File: config.mk
export PLATFORM = sky130hd
export DESIGN_NAME = h264_rtp_fua_packetizer
export DESIGN_NICKNAME = d
export VERILOG_FILES = /design/src/rtl/rtpfua_pkg.sv /design/src/rtl/h264_rtp_fua_packetizer.sv /design/src/rtl/rtpfua_front.sv /design/src/rtl/rtpfua_queue.sv /design/src/rtl/rtpfua_back.sv
export VERILOG_INCLUDE_DIRS = /design/src /design/src/rtl
export SDC_FILE = /design/constraint.sdc
export NUM_CORES = 1
export LEC_CHECK = 0
export BUFFER_PORTS_ARGS = -buffer_cell sky130_fd_sc_hd__buf_4
export CAP_MARGIN = 20
export CORE_UTILIZATION = 60
export DETAILED_ROUTE_END_ITERATION = 12
export GPL_ROUTABILITY_DRIVEN = 0
export GPL_TIMING_DRIVEN = 1
export HOLD_SLACK_MARGIN = 0.1
export PLACE_DENSITY = 0.83
export SLEW_MARGIN = 30
export SYNTH_ARGS = -nofsm -noshare
export SYNTH_HDL_FRONTEND = slang
export SYNTH_SLANG_ARGS = --single-unit
File: constraint.sdc
create_clock -name clock -period 8.4 [get_ports clock]
set_input_delay 0.42 -clock clock [delete_from_list [all_inputs] [get_ports clock]]
set_output_delay 0.42 -clock clock [all_outputs]
set_load 0.01 [all_outputs]
File: src/rtl/h264_rtp_fua_packetizer_assert.svh
`ifndef H264_RTP_FUA_PACKETIZER_ASSERT_SVH
`define H264_RTP_FUA_PACKETIZER_ASSERT_SVH

`ifndef ASSERT_OFF
`define ASSERT_IMPLIES(label, clk, rst, ante, cons) \
   label: assert property (@(posedge clk) disable iff (rst) (ante) |-> (cons)) \
      else $error("assertion failed");
`define ASSERT_NEXT(label, clk, rst, ante, cons) \
   label: assert property (@(posedge clk) disable iff (rst) (ante) |=> (cons)) \
      else $error("assertion failed");
`else
`define ASSERT_IMPLIES(label, clk, rst, ante, cons)
`define ASSERT_NEXT(label, clk, rst, ante, cons)
`endif

`endif

File: src/rtl/rtpfua_pkg.sv
package rtpfua_pkg;

   localparam int LENGTH_BITS_DEFAULT = 20;
   localparam int QUEUE_DEPTH         = 4;
   localparam int HDR_BYTES           = 12;

   localparam logic [16:0] RESET_TIMESTAMP_STEP = 17'd3600;
   localparam logic [10:0] RESET_MAX_PAYLOAD    = 11'd1400;
   localparam logic [6:0]  RESET_RTP_PT         = 7'd96;
   localparam logic [31:0] RESET_SSRC           = 32'd0;

   localparam logic [10:0] MIN_PAYLOAD   = 11'd2;
   localparam logic [7:0]  RTP_VER_BYTE  = 8'h80;
   localparam logic [7:0]  FU_A_TYPE     = 8'd28;
   localparam logic [7:0]  NRI_MASK      = 8'he0;
   localparam logic [7:0]  TYPE_MASK     = 8'h1f;
   localparam logic [7:0]  FU_START_BIT  = 8'h80;
   localparam logic [7:0]  FU_END_BIT    = 8'h40;

   localparam logic [3:0]  POS_FU_IND    = 4'd12;
   localparam logic [3:0]  POS_FU_HDR    = 4'd13;
   localparam logic [3:0]  POS_DATA      = 4'd14;

   typedef enum logic [1:0] {
      CSR_TIMESTAMP_STEP = 2'd0,
      CSR_MAX_PAYLOAD    = 2'd1,
      CSR_RTP_PT         = 2'd2,
      CSR_SSRC           = 2'd3
   } csr_index_type;

   typedef struct packed {
      logic [16:0] timestamp_step;
      logic [10:0] eff_payload;
      logic [6:0]  rtp_pt;
      logic [31:0] ssrc;
   } cfg_type;

   typedef struct packed {
      logic        hdr;
      logic        marker;
      logic [15:0] seq;
      logic [31:0] ts;
      logic        fu;
      logic [7:0]  fu_ind;
      logic [7:0]  fu_hdr;
      logic        has_byte;
      logic [7:0]  data;
      logic        last;
   } cmd_type;

endpackage

File: src/rtl/h264_rtp_fua_packetizer.sv
// H.264 RTP packetizer with FU-A fragmentation. Each accepted NAL byte is
// turned into a command by the front end and queued (four entries); the back
// end plays commands out one RTP byte per cycle unless rsp_stall is high. An
// item that opens a packet emits the RTP header and its data byte (single-
// packet start), the header, FU indicator and FU header (first fragment), or
// the header, FU indicator, FU header and data byte (later fragment), and the
// input stalls while the queue is full behind it. Sustained throughput is set
// by the output port. Configuration writes are always accepted (csr_ready is
// tied high) and must be made while no packet data is pending.
module h264_rtp_fua_packetizer
   import rtpfua_pkg::*;
#(
   parameter int LENGTH_BITS = LENGTH_BITS_DEFAULT
) (
   input  logic                   clock,
   input  logic                   reset,
   input  logic                   req_valid,
   output logic                   req_stall,
   input  logic [7:0]             req_nal_byte,
   input  logic                   req_nal_start,
   input  logic [LENGTH_BITS-1:0] req_nal_length,
   output logic                   rsp_valid,
   input  logic                   rsp_stall,
   output logic [7:0]             rsp_out_byte,
   output logic                   rsp_packet_end,
   input  logic                   csr_valid,
   output logic                   csr_ready,
   input  logic [1:0]             csr_index,
   input  logic [31:0]            csr_data
);

   logic [16:0] ts_step_ff;
   logic [10:0] max_payload_ff;
   logic [6:0]  rtp_pt_ff;
   logic [31:0] ssrc_ff;
   cfg_type     cfg;
   logic        q_full;
   logic        q_empty;
   logic        push;
   logic        pop;
   cmd_type     push_cmd;
   cmd_type     head;

   assign csr_ready = 1'b1;

   always_comb begin
      cfg.timestamp_step = ts_step_ff;
      cfg.eff_payload    = (max_payload_ff < MIN_PAYLOAD) ? MIN_PAYLOAD : max_payload_ff;
      cfg.rtp_pt         = rtp_pt_ff;
      cfg.ssrc           = ssrc_ff;
   end

   always_ff @(posedge clock) begin
      if (reset) begin
         ts_step_ff      <= RESET_TIMESTAMP_STEP;
         max_payload_ff  <= RESET_MAX_PAYLOAD;
         rtp_pt_ff       <= RESET_RTP_PT;
         ssrc_ff         <= RESET_SSRC;
      end else if (csr_valid && csr_ready) begin
         unique case (csr_index_type'(csr_index))
            CSR_TIMESTAMP_STEP: ts_step_ff      <= csr_data[16:0];
            CSR_MAX_PAYLOAD:    max_payload_ff  <= csr_data[10:0];
            CSR_RTP_PT:         rtp_pt_ff       <= csr_data[6:0];
            CSR_SSRC:           ssrc_ff         <= csr_data;
            default: begin
            end
         endcase
      end
   end

   rtpfua_front #(
      .LENGTH_BITS (LENGTH_BITS)
   ) u_front (
      .clock          (clock),
      .reset          (reset),
      .cfg            (cfg),
      .req_valid      (req_valid),
      .req_stall      (req_stall),
      .req_nal_byte   (req_nal_byte),
      .req_nal_start  (req_nal_start),
      .req_nal_length (req_nal_length),
      .q_full         (q_full),
      .push           (push),
      .cmd            (push_cmd)
   );

   rtpfua_queue u_queue (
      .clock    (clock),
      .reset    (reset),
      .push     (push),
      .push_cmd (push_cmd),
      .pop      (pop),
      .head     (head),
      .full     (q_full),
      .empty    (q_empty)
   );

   rtpfua_back u_back (
      .clock          (clock),
      .reset          (reset),
      .cfg            (cfg),
      .head           (head),
      .empty          (q_empty),
      .pop            (pop),
      .rsp_valid      (rsp_valid),
      .rsp_stall      (rsp_stall),
      .rsp_out_byte   (rsp_out_byte),
      .rsp_packet_end (rsp_packet_end)
   );

endmodule

File: src/rtl/rtpfua_front.sv
module rtpfua_front
   import rtpfua_pkg::*;
#(
   parameter int LENGTH_BITS = LENGTH_BITS_DEFAULT
) (
   input  logic                   clock,
   input  logic                   reset,
   input  cfg_type                cfg,
   input  logic                   req_valid,
   output logic                   req_stall,
   input  logic [7:0]             req_nal_byte,
   input  logic                   req_nal_start,
   input  logic [LENGTH_BITS-1:0] req_nal_length,
   input  logic                   q_full,
   output logic                   push,
   output cmd_type                cmd
);

   logic [15:0]            seq_ff, seq_in;
   logic [31:0]            ts_ff, ts_in;
   logic [LENGTH_BITS-1:0] rem_ff, rem_in;
   logic [10:0]            fill_ff, fill_in, fill_base;
   logic [7:0]             saved_ff, saved_in;
   logic                   frag_ff, frag_in;
   logic                   accept;
   logic [LENGTH_BITS-1:0] eff_ext;

   assign req_stall = q_full;
   assign accept    = req_valid && !q_full;
   assign eff_ext   = LENGTH_BITS'(cfg.eff_payload);

   always_comb begin
      seq_in    = seq_ff;
      ts_in     = ts_ff;
      rem_in    = rem_ff;
      fill_in   = fill_ff;
      saved_in  = saved_ff;
      frag_in   = frag_ff;
      fill_base = fill_ff;
      push      = 1'b0;
      cmd       = '0;
      if (accept) begin
         if (req_nal_start) begin
            ts_in   = ts_ff + 32'(cfg.timestamp_step);
            frag_in = 1'b0;
            fill_in = '0;
            rem_in  = '0;
            if (req_nal_length != '0) begin
               rem_in  = req_nal_length - LENGTH_BITS'(1);
               seq_in  = seq_ff + 16'd1;
               push    = 1'b1;
               cmd.hdr = 1'b1;
               if (req_nal_length <= eff_ext) begin
                  cmd.has_byte = 1'b1;
                  cmd.data     = req_nal_byte;
                  cmd.last     = (rem_in == '0);
               end else begin
                  saved_in   = req_nal_byte;
                  frag_in    = 1'b1;
                  fill_in    = 11'd1;
                  cmd.fu     = 1'b1;
                  cmd.fu_ind = (req_nal_byte & NRI_MASK) | FU_A_TYPE;
                  cmd.fu_hdr = FU_START_BIT | (req_nal_byte & TYPE_MASK);
               end
            end
         end else if (rem_ff != '0) begin
            push         = 1'b1;
            cmd.has_byte = 1'b1;
            cmd.data     = req_nal_byte;
            rem_in       = rem_ff - LENGTH_BITS'(1);
            if (!frag_ff) begin
               cmd.last = (rem_in == '0);
            end else begin
               if (fill_ff >= cfg.eff_payload) begin
                  seq_in     = seq_ff + 16'd1;
                  cmd.hdr    = 1'b1;
                  cmd.marker = (rem_ff <= eff_ext);
                  cmd.fu     = 1'b1;
                  cmd.fu_ind = (saved_ff & NRI_MASK) | FU_A_TYPE;
                  cmd.fu_hdr = (cmd.marker ? FU_END_BIT : 8'h00) | (saved_ff & TYPE_MASK);
                  fill_base  = '0;
               end
               fill_in  = fill_base + 11'd1;
               cmd.last = (rem_in == '0) || (fill_in >= cfg.eff_payload);
            end
         end
      end
      cmd.seq = seq_in;
      cmd.ts  = ts_in;
   end

   always_ff @(posedge clock) begin
      if (reset) begin
         seq_ff   <= '0;
         ts_ff    <= '0;
         rem_ff   <= '0;
         fill_ff  <= '0;
         saved_ff <= '0;
         frag_ff  <= 1'b0;
      end else begin
         seq_ff   <= seq_in;
         ts_ff    <= ts_in;
         rem_ff   <= rem_in;
         fill_ff  <= fill_in;
         saved_ff <= saved_in;
         frag_ff  <= frag_in;
      end
   end

endmodule

File: src/rtl/rtpfua_queue.sv
`include "h264_rtp_fua_packetizer_assert.svh"

module rtpfua_queue
   import rtpfua_pkg::*;
(
   input  logic    clock,
   input  logic    reset,
   input  logic    push,
   input  cmd_type push_cmd,
   input  logic    pop,
   output cmd_type head,
   output logic    full,
   output logic    empty
);

   localparam int PTR_BITS = $clog2(QUEUE_DEPTH);

   cmd_type               mem_ff [QUEUE_DEPTH];
   logic [PTR_BITS-1:0]   wr_ptr_ff, wr_ptr_in;
   logic [PTR_BITS-1:0]   rd_ptr_ff, rd_ptr_in;
   logic [PTR_BITS:0]     count_ff, count_in;

   assign full  = (count_ff == (PTR_BITS + 1)'(QUEUE_DEPTH));
   assign empty = (count_ff == '0);
   assign head  = mem_ff[rd_ptr_ff];

   always_comb begin
      wr_ptr_in = push ? wr_ptr_ff + PTR_BITS'(1) : wr_ptr_ff;
      rd_ptr_in = pop  ? rd_ptr_ff + PTR_BITS'(1) : rd_ptr_ff;
      count_in  = count_ff + (PTR_BITS + 1)'(push) - (PTR_BITS + 1)'(pop);
   end

   always_ff @(posedge clock) begin
      if (push) begin
         mem_ff[wr_ptr_ff] <= push_cmd;
      end
   end

   always_ff @(posedge clock) begin
      if (reset) begin
         wr_ptr_ff <= '0;
         rd_ptr_ff <= '0;
         count_ff  <= '0;
      end else begin
         wr_ptr_ff <= wr_ptr_in;
         rd_ptr_ff <= rd_ptr_in;
         count_ff  <= count_in;
      end
   end

   `ASSERT_IMPLIES(a_no_push_full, clock, reset, push, !full)
   `ASSERT_IMPLIES(a_no_pop_empty, clock, reset, pop, !empty)
   `ASSERT_IMPLIES(a_count_bound, clock, reset, 1'b1, count_ff <= (PTR_BITS + 1)'(QUEUE_DEPTH))
   `ASSERT_NEXT(a_push_lands, clock, reset, push && !pop, !empty)

endmodule

File: src/rtl/rtpfua_back.sv
module rtpfua_back
   import rtpfua_pkg::*;
(
   input  logic       clock,
   input  logic       reset,
   input  cfg_type    cfg,
   input  cmd_type    head,
   input  logic       empty,
   output logic       pop,
   output logic       rsp_valid,
   input  logic       rsp_stall,
   output logic [7:0] rsp_out_byte,
   output logic       rsp_packet_end
);

   logic [3:0] pos_ff, pos_in;
   logic [3:0] cur_pos;
   logic       xfer;
   logic       at_last;
   logic [7:0] hdr_bytes [HDR_BYTES];

   assign rsp_valid = !empty;
   assign xfer      = rsp_valid && !rsp_stall;

   always_comb begin
      hdr_bytes[0]  = RTP_VER_BYTE;
      hdr_bytes[1]  = {head.marker, cfg.rtp_pt};
      hdr_bytes[2]  = head.seq[15:8];
      hdr_bytes[3]  = head.seq[7:0];
      hdr_bytes[4]  = head.ts[31:24];
      hdr_bytes[5]  = head.ts[23:16];
      hdr_bytes[6]  = head.ts[15:8];
      hdr_bytes[7]  = head.ts[7:0];
      hdr_bytes[8]  = cfg.ssrc[31:24];
      hdr_bytes[9]  = cfg.ssrc[23:16];
      hdr_bytes[10] = cfg.ssrc[15:8];
      hdr_bytes[11] = cfg.ssrc[7:0];
   end

   always_comb begin
      if (!head.hdr || (!head.fu && pos_ff >= POS_FU_IND)) begin
         cur_pos = POS_DATA;
      end else begin
         cur_pos = pos_ff;
      end
      at_last = (cur_pos == POS_DATA) || (cur_pos == POS_FU_HDR && !head.has_byte);
      pop     = xfer && at_last;
      if (!xfer) begin
         pos_in = pos_ff;
      end else if (at_last) begin
         pos_in = '0;
      end else begin
         pos_in = cur_pos + 4'd1;
      end
      rsp_packet_end = 1'b0;
      if (cur_pos < POS_FU_IND) begin
         rsp_out_byte = hdr_bytes[cur_pos];
      end else if (cur_pos == POS_FU_IND) begin
         rsp_out_byte = head.fu_ind;
      end else if (cur_pos == POS_FU_HDR) begin
         rsp_out_byte = head.fu_hdr;
      end else begin
         rsp_out_byte   = head.data;
         rsp_packet_end = head.last;
      end
   end

   always_ff @(posedge clock) begin
      if (reset) begin
         pos_ff <= '0;
      end else begin
         pos_ff <= pos_in;
      end
   end

endmodule
Yosys cells after proc, flatten, opt, wreduce, memory -nomap -nowiden
Memory sizes are Yosys's and may differ from the RTL's. A register that Yosys moved wholly into a read port is not among the register bits.
Index checks and enable logic that the tools add are counted.
Word-level totals
  memories: 1
  memory bits (writable): 308
  output and inout bits: 12
  register bits: 166
  logic and storage cells: 132
  bits of input ports: 68
Cells by class
  equality and inequality tests: 7
  reduce and logical (&&, ||, !) cells: 30
  bitwise logic cells: 3
  multiplexer cells: 59
  add/subtract/negate cells: 10
  order comparisons: 8
Memories
  u_queue.mem_ff: depth 4, width 77, rd ports 1, clocked after memory_dff 1, write ports 1, line rtpfua_queue.sv:18  | cmd_type mem_ff [QUEUE_DEPTH];
Operators by type and width (number)
  $mux W11: 10
  $mux W27: 4
  $mux W16: 6
  $mux W32: 2
  $mux W20: 3
  $mux W17: 3
  $le A20 B11 Y1: 2
  $logic_not A20 Y1: 2
  $mux W8: 5
  $reduce_bool A20 Y1: 2
  $sub A20 B1 Y20 const B: 2
  $add A32 B17 Y32: 1
  $bmux W8 S4: 1
  $ge A11 B11 Y1: 2
  $add A16 B1 Y16 const B: 1
  $mux W1: 15
  $eq A4 B4 Y1 const B: 3
  $mux W2: 6
  $reduce_and A2 Y1: 6
  $add A11 B1 Y11 const B: 1
  $lt A11 B2 Y1 const B: 1
  $mux W10: 1
  $mux W4: 2
  $or A8 B5 Y8: 1
  other kinds (21): 35

Logic depth before layout (Yosys ltp)
  depth after elaboration: 15
  depth in mapped cells: 21
  gate-level depth less buffers: 21

By module
A second synthesis with hierarchy kept.
Second synthesis, totals
  cell total of the unflattened synthesis: 1866
  area total of the unflattened synthesis: 22843.2 µm²
Modules (own cells, without submodules)
  rtpfua_queue: cells each 445, times used 1, area an instance 11573.6 µm², seq. area each 9429.0 µm²
  rtpfua_front: cells each 918, times used 1, area an instance 7243.2 µm², seq. area each 1761.7 µm²
  h264_rtp_fua_packetizer: cells each 307, times used 1, area an instance 2476.1 µm², seq. area each 1341.3 µm²
  rtpfua_back: cells each 196, times used 1, area an instance 1550.2 µm², seq. area each 80.1 µm²

Least setup slack after synthesis
Ideal clock, no wire load.
  path kind: register to register
  start point: reg max_payload_ff[10]
  end point: mem u_queue.mem_ff[0][0] (netlist bit), data pin
  data required time: 8.130 ns
  library setup time: 0.270 ns
  cell stages (with the launch flop): 21
  arrival: 4.741 ns
  buffers on the path: 0
  path slack: 3.389 ns
  period minus slack after synthesis: 5.011 ns
  cells stage by stage: dfxtp_1 -> nor4_1 -> a41oi_1 -> ha_1 -> nand2b_1 -> a211oi_1 -> o211ai_1 -> a311oi_1 -> or2_0 -> and2_1 -> ha_1 -> and3_1 -> and3_1 -> xnor2_1 -> nor2_1 -> ha_1 -> or4_1 -> a2111oi_0 -> o21ai_0 -> a21oi_1 -> a21oi_1
RTL lines
  from (decl): line h264_rtp_fua_packetizer.sv:33  | logic [10:0] max_payload_ff;
  from (signal assigned): line h264_rtp_fua_packetizer.sv:62  | CSR_MAX_PAYLOAD: max_payload_ff <= csr_data[10:0];
  to (decl): line rtpfua_queue.sv:18

==> impl_metrics.json <==
{
  "yosys-top-cells-count": "edfxtp_1, nand2_1, dfxtp_1, a21oi_1, nor2_1",
  "hold_end": "ssrc_ff[27]",
  "yosysTopAreaCell": "edfxtp_1",
  "synth_cells": 1849,
  "drt.antenna.violating_nets": 0,
  "synth-compound-area-share_pct": 11.1,
  "die_h_um": 190,
  "nNetsFinal": 2044,
  "yosysMostFrequentCell": "edfxtp_1",
  "async_flop_share_pct": 0,
  "p_leak_nw": 8.63,
  "critPathKind": "flip-flop to flip-flop",
  "core_mm2": 0.0346,
  "synthSimpleGateAreaFrac_pct": 14.6,
  "cp_data_required_time_ns": 8.68,
  "ys_seq_area_share_pct": 55.5,
  "run_status": "completed",
  "wl_per_cell_um": 23.1,
  "synth_top_family_by_area": "simple AND/OR/NAND/NOR gates",
  "finalCriticalPeriod_ns": 6.02,
  "vias": 15700,
  "grt_usage_pct": 30.9,
  "clock_skew_ns": 0.0281,
  "clock-root-buffer": "clkbuf_16",
  "crit_path_start_kind": "flip-flop",
  "max_freq_mhz": 166,
  "ys_types": 76,
  "r2r-start": "max_payload_ff[1]",
  "viasPerCell": 6.59,
  "antenna_found_initial": 1,
  "final_cell_area_mm2": 0.0236,
  "grt_setup_unrepaired": "false",
  "grt_pass1_wl_um": 85000,
  "drtIter0Drc": 1877,
  "syn_avg_cell_area_um2": 11.5,
  "hold_start": "csr_data[27]",
  "reg2reg_depth": 20,
  "ys_warn_count": 0,
  "syn_area_mm2": 0.0212,
  "reg2reg_to": "u_queue.mem_ff[0][0]",
  "crit_arrival_ns": 6.30,
  "drcViolationCount": 0,
  "worstHoldPathCells": 3,
  "cts_buffer_depth": 3,
  "port_buffers": 78,
  "cts_max_level": 2,
  "final_util_pct": 68.3,
  "dpl_cell_area_mm2": 0.0221,
  "synth-seq-cells": 448,
  "cts_sinks": 448,
  "synth_top_cell_area_share_pct": 39.7,
  "pre_cts_slack_ns": 2.57,
  "cts_tree": "yes",
  "fin_ws_ns": 2.38,
  "drt-total-wl_um": 55200,
  "grt_pass1_vias": 15300,
  "synth_area_leaders": "edfxtp_1, dfxtp_1, mux4_2, nand2_1, ha_1",
  "start_util_pct": 61.2,
  "slew_headroom_pct": 33.4,
  "dp.cells": 2304,
  "synthMuxAreaShare_pct": 8.62,
  "grt_max_degree": 91,
  "whs_ns": 0.118,
  "hpwl_um": 36800,
  "n_antenna_cell": 0,
  "p_per_area_mw_per_mm2": 263,
  "die_w_um": 190,
  "setup_viol": 0,
  "fin_crit_sh_pct": 71.6,
  "synthAdderAreaFrac_pct": 4.73,
  "synth-main-ff-cell": "edfxtp_1",
  "cap_violations": 0,
  "power_mw": 6.21,
  "syn_to_final_growth_pct": 11.6,
  "clk_latency_ns": 0.57,
  "r2r_slack_ns": 2.38,
  "pin_count": 80,
  "path_clk_slew_ns": 0.06,
  "hold_viol": 0,
  "drive_gt1_share_pct": 13.9,
  "drtPass1Iterations": 9,
  "fin_setup_tns_ns": 0,
  "worstPathMaxFanout": 14,
  "fp-row-count": 68,
  "finalMaxSlewViolations": 0,
  "synth_xor_xnor_area_share_pct": 2.93,
  "numCtsBuffers": 45,
  "tightest_slew_ns": 0.989,
  "syn_nets": 1996,
  "grt_overflow": 0,
  "final_cells": 2388,
  "endpoint_kind": "flip-flop",
  "dieArea_mm2": 0.0361,
  "hold_class": "input pin to flip-flop",
  "synth_edf_count": 280,
  "ir_drop_uv": 188
}
## flip-flops by register name, indices dropped and copies added, names as in the netlist, named ones only
signal and count:
u_front.seq_ff 16, u_back.pos_ff 4, u_queue.count_ff 3, ssrc_ff 32
u_queue.rd_ptr_ff 2, u_queue.wr_ptr_ff 2, rtp_pt_ff 7, u_front.frag_ff 1
u_front.rem_ff 20, ts_step_ff 17, u_front.saved_ff 8, u_queue.mem_ff 280
u_front.fill_ff 11, max_payload_ff 11, u_front.ts_ff 32
## final cells by class
type	count	area [um^2]
flip-flops and latches	448	11800
fillers	2306	11000
multi-input cells	1273	8960
clock buffers	60	1270
repair buffers	92	706
well taps	455	569
clock inverters	23	215
inverters	37	139
## critical path, cell delays in order (launching register included)
cell and delay, ns:
dfxtp_1 0.34, nor4_1 0.38, a41oi_1 0.30, ha_1 0.36, nand2b_1 0.14, a211oi_1 0.23, o211ai_1 0.16, a311oi_1 0.59
nor2_1 0.40, nor2_1 0.31, ha_1 0.30, and3_1 0.26, and3_1 0.24, xnor2_1 0.13, nor2_1 0.06, ha_1 0.23
or4_1 0.51, a2111oi_0 0.36, o21ai_0 0.14, a21oi_1 0.14, a21oi_1 0.14
## worst max path at each step
stage / slack (ns) / endpoint / startpoint / cells after the start
detailed placement: 2.57 / u_queue.mem_ff[1][0] / max_payload_ff[10] / 20
global placement: 2.72 / u_queue.mem_ff[0][0] / max_payload_ff[1] / 20
finish: 2.38 / u_queue.mem_ff[0][0] / max_payload_ff[1] / 20
CTS: 2.35 / rsp_out_byte[7] / flip-flop / 12
global route: 1.86 / u_queue.mem_ff[3][0] / max_payload_ff[1] / 20
floorplan: 3.39 / u_queue.mem_ff[0][0] / max_payload_ff[10] / 20
## cells in the final DEF (no fill, tap or decap), types with 11 or more instances in the layout
master / netlist / layout
mux2i_1: 19 / 19
buf_4: 2 / 90
and3_1: 18 / 17
or3_1: 14 / 14
o211ai_1: 11 / 11
nand3_1: 45 / 45
dfxtp_1: 168 / 166
and2_1: 20 / 16
ha_1: 77 / 77
xnor2_1: 48 / 48
a31oi_1: 19 / 19
o21ai_0: 85 / 84
clkbuf_16: 0 / 46
nand3b_1: 11 / 11
a21oi_1: 136 / 136
a21o_1: 13 / 13
nor3_1: 40 / 40
nor2b_1: 55 / 55
nand2b_1: 16 / 16
xor2_1: 23 / 23
edfxtp_1: 280 / 280
a22oi_1: 14 / 14
nand2_1: 274 / 272
nor2_1: 99 / 99
inv_1: 37 / 37
o21a_1: 12 / 11
a211oi_1: 13 / 13
mux4_2: 69 / 69
nand4_1: 11 / 11
## where the power goes
| part | internal, mW | leakage, nW | switching, mW |
|---|---|---|---|
| registers | 2.60 | 4.08 | 0.148 |
| clock network | 1.16 | 0.728 | 0.855 |
| logic | 0.563 | 3.82 | 0.884 |
## repair_timing
item / CTS / global route
gates resized for setup: 0 / 0
hold buffers: 1 / 0
buffers inserted: 0 / 0
hold endpoints to repair: 1 / 0
## per-layer routing
metal | vias up | share of wire [%] | global-route usage, %
li1 | 6961 | - | -
met1 | 7622 | 38 | 40.8
met2 | 983 | 47 | 50.0
met3 | 169 | 9.7 | 5.17
met4 | 0 | 4.6 | 14.5
met5 | - | 0 | 0
## kinds of logic (layout without fill, tap and decap cells)
family                     Yosys count  in the layout
muxes                               95             95
adders and majority gates           79             79
and+or+nand+nor                    650            650
AOI/OAI and AO/OA                  377            377
buffers and inverters              128            212
xor gates and xnor gates            71             71
DFF                                448            448
other                                1              1
(Power assumes the default switching activity.)
